===== config.mk =====
export PLATFORM = sky130hd
export DESIGN_NAME = fcp_ctrl
export DESIGN_NICKNAME = d
export VERILOG_FILES = /design/src/fcp_pkg.sv /design/src/fcp_ctrl.sv
export SDC_FILE = /design/constraint.sdc
export NUM_CORES = 1
export LEC_CHECK = 0
export BUFFER_PORTS_ARGS = -buffer_cell sky130_fd_sc_hd__buf_2
export CAP_MARGIN = 20
export CELL_PAD_IN_SITES_DETAIL_PLACEMENT = 1
export CELL_PAD_IN_SITES_GLOBAL_PLACEMENT = 1
export CORE_UTILIZATION = 28
export CTS_CLUSTER_SIZE = 25
export DETAILED_ROUTE_END_ITERATION = 7
export PLACE_DENSITY_LB_ADDON = 0.08
export SETUP_SLACK_MARGIN = 0.02
export SLEW_MARGIN = 15
export SYNTH_ARGS = -nofsm -noshare
export SYNTH_HDL_FRONTEND = slang
export SYNTH_SLANG_ARGS = --single-unit
export TNS_END_PERCENT = 20

===== constraint.sdc =====
create_clock -name clk -period 1.5 [get_ports clk]
set_input_delay 0 -clock clk [delete_from_list [all_inputs] [get_ports clk]]
set_output_delay 0 -clock clk [all_outputs]
set_load 0.05 [all_outputs]

===== src/fcp_pkg.sv =====
// ----------------------------------------------------------------------------
// fcp_pkg
// shared constants, item layout and controller/datapath interface types for
// the filtered read coverage pileup unit
// ----------------------------------------------------------------------------
`default_nettype none

package fcp_pkg;

  // coverage store geometry
  localparam int unsigned BINS       = 4096;
  localparam int unsigned COUNT_BITS = 32;
  localparam int unsigned BIN_BITS   = $clog2(BINS);
  // counter that can also hold BINS itself
  localparam int unsigned CNT_BITS   = BIN_BITS + 1;

  localparam logic [COUNT_BITS-1:0] COUNT_MAX = '1;

  // unmapped, secondary, qc-fail, duplicate
  localparam logic [15:0] FLAG_DROP_MASK = 16'h0704;

  // stream widths
  localparam int unsigned IN_FIELD_BITS = 83;
  localparam int unsigned IN_DATA_BITS  = 88;
  localparam int unsigned OUT_DATA_BITS = 40;

  // configuration port
  localparam int unsigned CFG_IDX_BITS  = 2;
  localparam int unsigned CFG_DATA_BITS = 31;

  localparam logic [CFG_IDX_BITS-1:0] REG_WINDOW_START = 2'd0;
  localparam logic [CFG_IDX_BITS-1:0] REG_WINDOW_END   = 2'd1;
  localparam logic [CFG_IDX_BITS-1:0] REG_MIN_MAPQ     = 2'd2;
  localparam logic [CFG_IDX_BITS-1:0] REG_MIN_LENGTH   = 2'd3;

  // item kinds (tuser)
  localparam logic KIND_READ    = 1'b0;
  localparam logic KIND_READOUT = 1'b1;

  // input tdata layout, last field in the lowest bits
  typedef struct packed {
    logic [11:0] bin_index;
    logic [7:0]  mapq;
    logic [15:0] flags;
    logic [15:0] read_length;
    logic [30:0] read_start;
  } fcp_item_t;

  // controller to datapath
  typedef struct packed {
    logic capture;
    logic calc_a;
    logic calc_b;
    logic calc_c;
    logic calc_d;
    logic walk_init;
    logic walk_step;
    logic clr_step;
    logic rd_bin;
    logic rd_capture;
    logic out_load;
  } fcp_cmd_t;

  // datapath to controller
  typedef struct packed {
    logic is_readout;
    logic pass;
    logic empty;
    logic walk_last;
    logic clr_last;
    logic out_free;
  } fcp_status_t;

endpackage

`default_nettype wire


===== src/fcp_ctrl.sv =====
// ----------------------------------------------------------------------------
// fcp_ctrl
// sequencer: clearing pass, item capture, span setup, bin walk, readout,
// result hand-off
// ----------------------------------------------------------------------------
`default_nettype none

module fcp_ctrl (
  input  wire                 clk,
  input  wire                 rst_n,
  input  wire                 in_tvalid,
  output logic                in_tready,
  input  wire fcp_pkg::fcp_status_t st,
  output fcp_pkg::fcp_cmd_t   cmd
);

  typedef enum logic [3:0] {
    S_CLEAR,
    S_IDLE,
    S_RD,
    S_RDW,
    S_CA,
    S_CB,
    S_CC,
    S_CD,
    S_DECIDE,
    S_WALK,
    S_DRAIN,
    S_DONE
  } state_t;

  state_t state_r, state_nxt;

  assign in_tready = (state_r == S_IDLE);

  always_comb begin
    state_nxt = state_r;
    cmd       = '0;
    unique case (state_r)
      S_CLEAR: begin
        cmd.clr_step = 1'b1;
        if (st.clr_last) state_nxt = S_IDLE;
      end
      S_IDLE: begin
        if (in_tvalid) begin
          cmd.capture = 1'b1;
          state_nxt   = S_CA;
        end
      end
      S_CA: begin
        // kind is known once captured
        if (st.is_readout) begin
          state_nxt = S_RD;
        end else begin
          cmd.calc_a = 1'b1;
          state_nxt  = S_CB;
        end
      end
      S_CB: begin
        cmd.calc_b = 1'b1;
        state_nxt  = S_CC;
      end
      S_CC: begin
        cmd.calc_c = 1'b1;
        state_nxt  = S_CD;
      end
      S_CD: begin
        cmd.calc_d = 1'b1;
        state_nxt  = S_DECIDE;
      end
      S_DECIDE: begin
        if (st.pass && !st.empty) begin
          cmd.walk_init = 1'b1;
          state_nxt     = S_WALK;
        end else begin
          state_nxt = S_DONE;
        end
      end
      S_WALK: begin
        cmd.walk_step = 1'b1;
        if (st.walk_last) state_nxt = S_DRAIN;
      end
      S_DRAIN: begin
        state_nxt = S_DONE;
      end
      S_RD: begin
        cmd.rd_bin = 1'b1;
        state_nxt  = S_RDW;
      end
      S_RDW: begin
        cmd.rd_capture = 1'b1;
        state_nxt      = S_DONE;
      end
      S_DONE: begin
        if (st.out_free) begin
          cmd.out_load = 1'b1;
          state_nxt    = S_IDLE;
        end
      end
      default: state_nxt = S_IDLE;
    endcase
  end

  always_ff @(posedge clk) begin
    if (!rst_n) begin
      state_r <= S_CLEAR;
    end else begin
      state_r <= state_nxt;
    end
  end

endmodule

`default_nettype wire


# After elaboration in Yosys (flattened, before gate mapping)

Index checks and enable logic that the tools add are counted.

Output and inout bits: 12
Input port bits: 9
Register bits after elaboration: 4
Word-level logic and storage cells: 43

Mux-type cells: 22
Reductions and logical operators: 5
Eq/ne operators: 15

Operators by type and width:

| cell               | count |
|---|---|
| $pmux 4 s11        | 1 |
| $eq 4x3->1 const B | 4 |
| $eq 4x4->1 const B | 4 |
| $mux 4             | 4 |
| $mux 1             | 15 |
| $eq 4x2->1 const B | 2 |
| $ne 2x2->1 const B | 4 |
| $eq 4x1->1 const B | 1 |
| $logic_not 4->1    | 1 |
| $reduce_and 4->1   | 1 |
| $mux 3             | 1 |
| $mux 2             | 1 |
| $reduce_or 2->1    | 1 |
| $logic_and 1x1->1  | 1 |
| $logic_not 1->1    | 1 |

# Logic depth before layout (Yosys ltp)

Depth after elaboration: 4
Gate-level depth with buffers: 5

# Worst setup path before layout

Ideal clock, no wire load.

Path kind: register -> output
Start point: register state_r[0]
End point: output cmd[9] in the netlist's numbering
Path slack: -257 ps
Arrival: 1757 ps
Data required time: 1500 ps
Stages on the path, launching flop included: 5
Buffers on the path: 1
Cell sequence: dfxtp_1 > buf_4 > nor2_1 > nand2_1 > nor3_1

RTL lines:

| item                   | RTL line        | source |
|---|---|---|
| start, declared        | fcp_ctrl.sv:32  | `state_t state_r, state_nxt;` |
| start signal, assigned | fcp_ctrl.sv:108 | `state_r <= state_nxt;` |
| end, declared          | fcp_ctrl.sv:14  | `output fcp_pkg::fcp_cmd_t cmd` |

==> results by stage <==
Status:
- The run finished with clean final reports.

Worst setup path:
- The critical-path maximum fanout is 10.
- In this run the critical register-to-register path is launched from state_r[1]$_SDFFE_PN0P_.
- The end of the worst register-to-register path is state_r[1]$_SDFFE_PN0P_.
- The arrival time at the worst endpoint is 1.44 ns.
- The critical path launch point type is a flip-flop.
- STA puts the critical path data required time at 1.50 ns.
- STA classifies the critical path endpoint as a primary output.
- The depth of the most critical reg-to-reg path is 4.
- The start-to-end type of the worst setup path is reg2out.
- The worst reg-to-reg setup slack is 0.20 ns.

Power and ir drop:
- The internal power contribution is 0.231 mW.
- The reported net switching power is between 0.1 and 0.15 mW.
- VDD sags by at most 389 uV.
- The part of the power in registers is around a third.
- The ratio of total power to cell area is 574 nW/um2.
- Of the total power, the clock network draws 38.5%.
- The leakage power of the design is between 0.2 and 0.3 nW.
- The share of total power dissipated in combinational logic is 26.4%.
- Net switching is 32.7% of the power.
- Overall power consumption after layout is estimated at roughly 0.34 mW.

Global routing:
- For this run, the total global-route usage over all layers was measured as 16.8%.
- The remaining global-route overflow is 0.
- The first global-routing pass estimated 1820 um of wire.
- The via count of the first global-routing pass came to ~420.
- Entering global routing, the biggest net connects 16 pins.
- The number of antenna violations at the first check in global routing is 0.

Clock network:
- The total CTS buffers is 3.
- The buffers inserted during post-CTS setup optimization is 0.
- Clock-pin slew was measured on the worst setup and hold paths at 0.04 ns.
- The number of H-tree branching levels is 1.
- TritonCTS built the clock tree.
- The worst-case clock buffer depth is 2.
- The clock net sink count is 4.
- The clock latency reported for the late side of the worst-skew pair is 0.23 ns.
- The cell sitting at the root of the clock tree is a clkbuf_4.

Yosys:
- The number of warning messages in the yosys log is 0.
- Summing every instance area after synthesis gives 430 um2.
- The share of the synthesized area in compound gates (AO/OA/AOI/OAI) is about 28%.
- For this run, the register share of the synthesized area comes to around a fifth.
- The area share of xor/xnor cells in the synthesized design is 0%.
- The synthesized design contains 4 register bits.
- Counting distinct cell types in the post-synthesis netlist gives 28.
- The synthesized netlist net count is between 70 and 80.
- The share of synthesized cell area in full adder, half adder and majority cells is 0%.
- After Yosys synthesis, and, or, nand and nor cells account for 43.3% of the synthesized area.
- The combinational family with the most area after synthesis is simple AND/OR/NAND/NOR gates.
- Dividing the synthesized area by the synthesized cell count gives 6.94 um2.
- The multiplexer area fraction after synthesis is 0%.
- The cell count after synthesis is 62.

Route:
- The number of detailed-route iterations in the first pass is 3.
- For this block, the via count after detailed routing is 521.
- The post-route antenna net violation count is 0.
- In the routed layout, each cell is associated on average with a via count of ~5.2.
- The total DRC errors in the routed layout is 0.
- The initial detailed-routing violation count is 8.
- The total wire length after detailed routing is 1270 um.
- The average routed wire per standard cell is 12.7 um.

Die:
- The die is 41.2 um tall.
- The total I/O pin count is 21.
- The region available for standard cell placement spans 1370 um2.
- The floorplan die width is 41.2 um.
- The floorplan has 13 rows.
- The starting utilization of the core area is 31.5%.
- The die covers ~1700 um2.

Timing:
- The worst slew margin relative to its limit is 81.7%.
- The minimum clock period after layout is approximately 1.4 ns.
- The worst-margin pin slew is between 0.2 and 0.3 ns.
- The final hold violation count came to 0.
- The final clock period utilization by the worst path is 95.9%.
- The worst-case setup margin in the final layout is 0.0616 ns.
- The setup skew after layout is 0.00753 ns.
- The achievable frequency is 695 MHz.
- The max-slew violation count was 0.
- Setup repair after global routing could not meet its margin everywhere.
- Setup violations remaining at the end of the flow were counted as 0.
- The final worst hold slack is 0.0353 ns.

Cells and area:
- Excluding fillers, the count of instances in the completed layout stands at 100.
- Of the cells placed in the final design, the portion with a size suffix greater than 1 is approximately 45%.
- The area added between synthesis and finish is 39.0%.
- Leaving out fill and tap cells, the most frequent cells in the layout are 19 x buf_2, 9 x nor2_1, 8 x nand2_1.
- The antenna diode count is 0.
- Counting flops per register, the top entry is state_r.
- The most common cell after layout, fill and taps aside is buf_2.
- For this run, the post-layout net count is 96.
- The flip-flop count of the largest register, all copies and words added is 4.
- The post-layout instance area is roughly 600 um2.
- The largest registers in the layout are state_r: 4 flops.

Min path:
- For hold timing, the worst endpoint is state_r[3]$_SDFFE_PN0P_.
- The launch point of the worst hold path is rst_n.
- The worst hold path cell count is 2.
- In this run the worst hold path is classified as in2reg.

Job:
- The max-capacitance violation count is 0.

Place:
- The worst setup timing slack at the placement stage is 0.0624 ns.
- At the end of routability-driven placement, the weighted congestion stood at 0.710.
- The final HPWL from detailed placement is between 900 and 1000 um.
- The cell total after placement is 97.
- The number of buffer cells added on primary ports is 20.
- The placed instances occupy a cell area of 557 um2.
==> routing by layer <==
metal,track usage [%],share of wire [%],vias up
li1,-,-,271
met3,3.26,2.4,0
met4,7.26,0,0
met5,0,0,-
met2,24.2,45,9
met1,23.7,52,241
==> critical path, cell delays in order, from the launching register on <==
cell     delay (ns)
dfxtp_4        0.37
or2_4          0.28
nor4b_4        0.23
and2_1         0.17
buf_6          0.16
==> what timing repair did <==
item	in CTS	in global routing
endpoints found under the setup margin	6	5
resized for setup	3	6
hold buffers	0	0
==> area by class of cell <==
| class | instances | area, um2 |
|---|---|---|
| Multi-Input combinational cell | 50 | 315 |
| Clock buffer | 3 | 22.5 |
| Inverter | 4 | 15.0 |
| Sequential cell | 4 | 90.1 |
| Fill cell | 190 | 768 |
| Timing Repair Buffer | 24 | 136 |
| Tap cell | 15 | 18.8 |
==> stage by stage <==
stage	setup TNS [ns]	utilization [%]
floorplan	-0.442	-
global placement	0	40.8
detailed placement	0	40.8
CTS	-0.0308	42.8
global route	0	43.8
finish	0	43.8
==> power by group through the flow <==
stage | clock, mW | combinational (mW) | sequential (mW)
after floorplan | 0 | 0.0720 | 0.115
after global placement | 0 | 0.0898 | 0.123
after detailed placement | 0 | 0.0910 | 0.124
after CTS | 0.139 | 0.0911 | 0.123
after global routing | 0.141 | 0.0990 | 0.122
final | 0.132 | 0.0907 | 0.120
==> synthesized netlist by cell type, drive strengths merged <==
| library cell | n | area (um2) |
|---|---|---|
| and3 | 3 | 18.8 |
| a41oi | 1 | 8.76 |
| nor2b | 1 | 6.26 |
| nor2 | 10 | 37.5 |
| or3 | 1 | 6.26 |
| dfxtp | 4 | 80.1 |
| and4 | 1 | 8.76 |
| a311oi | 1 | 8.76 |
| nor4 | 2 | 12.5 |
| nor4b | 1 | 23.8 |
| o21ai | 5 | 25.0 |
| o41ai | 1 | 16.3 |
| nor3 | 3 | 15.0 |
| or2 | 1 | 8.76 |
| a21oi | 3 | 15.0 |
| a2bb2oi | 1 | 15.0 |
| inv | 4 | 15.0 |
| o21a | 1 | 7.51 |
| a21o | 1 | 7.51 |
| nand2b | 2 | 12.5 |
| a22oi | 1 | 7.51 |
| a32o | 1 | 10.0 |
| nand2 | 8 | 30.0 |
| and2 | 1 | 6.26 |
| buf | 4 | 27.5 |
==> cell families after synthesis <==
kind of cell | after synthesis
AOI/OAI and AO/OA | 16
and+or+nand+nor | 34
DFF | 4
buffers and inverters | 8
==> worst max path at each step <==
stage                                          to                    start  slack (ns)  cells after the start
after floorplan                            cmd[0]  state_r[1]$_SDFFE_PN0P_       -0.24                      3
after global placement    state_r[1]$_SDFFE_PN0P_  state_r[0]$_SDFFE_PN0P_        0.11                      4
after detailed placement  state_r[2]$_SDFFE_PN0P_  state_r[0]$_SDFFE_PN0P_        0.06                      4
after CTS                                  cmd[5]  state_r[1]$_SDFFE_PN0P_       -0.03                      4
after global routing                       cmd[5]  state_r[1]$_SDFFE_PN0P_        0.01                      4
final                                      cmd[5]  state_r[1]$_SDFFE_PN0P_        0.06                      4
No activity file was read; power rests on OpenSTA's default activity.
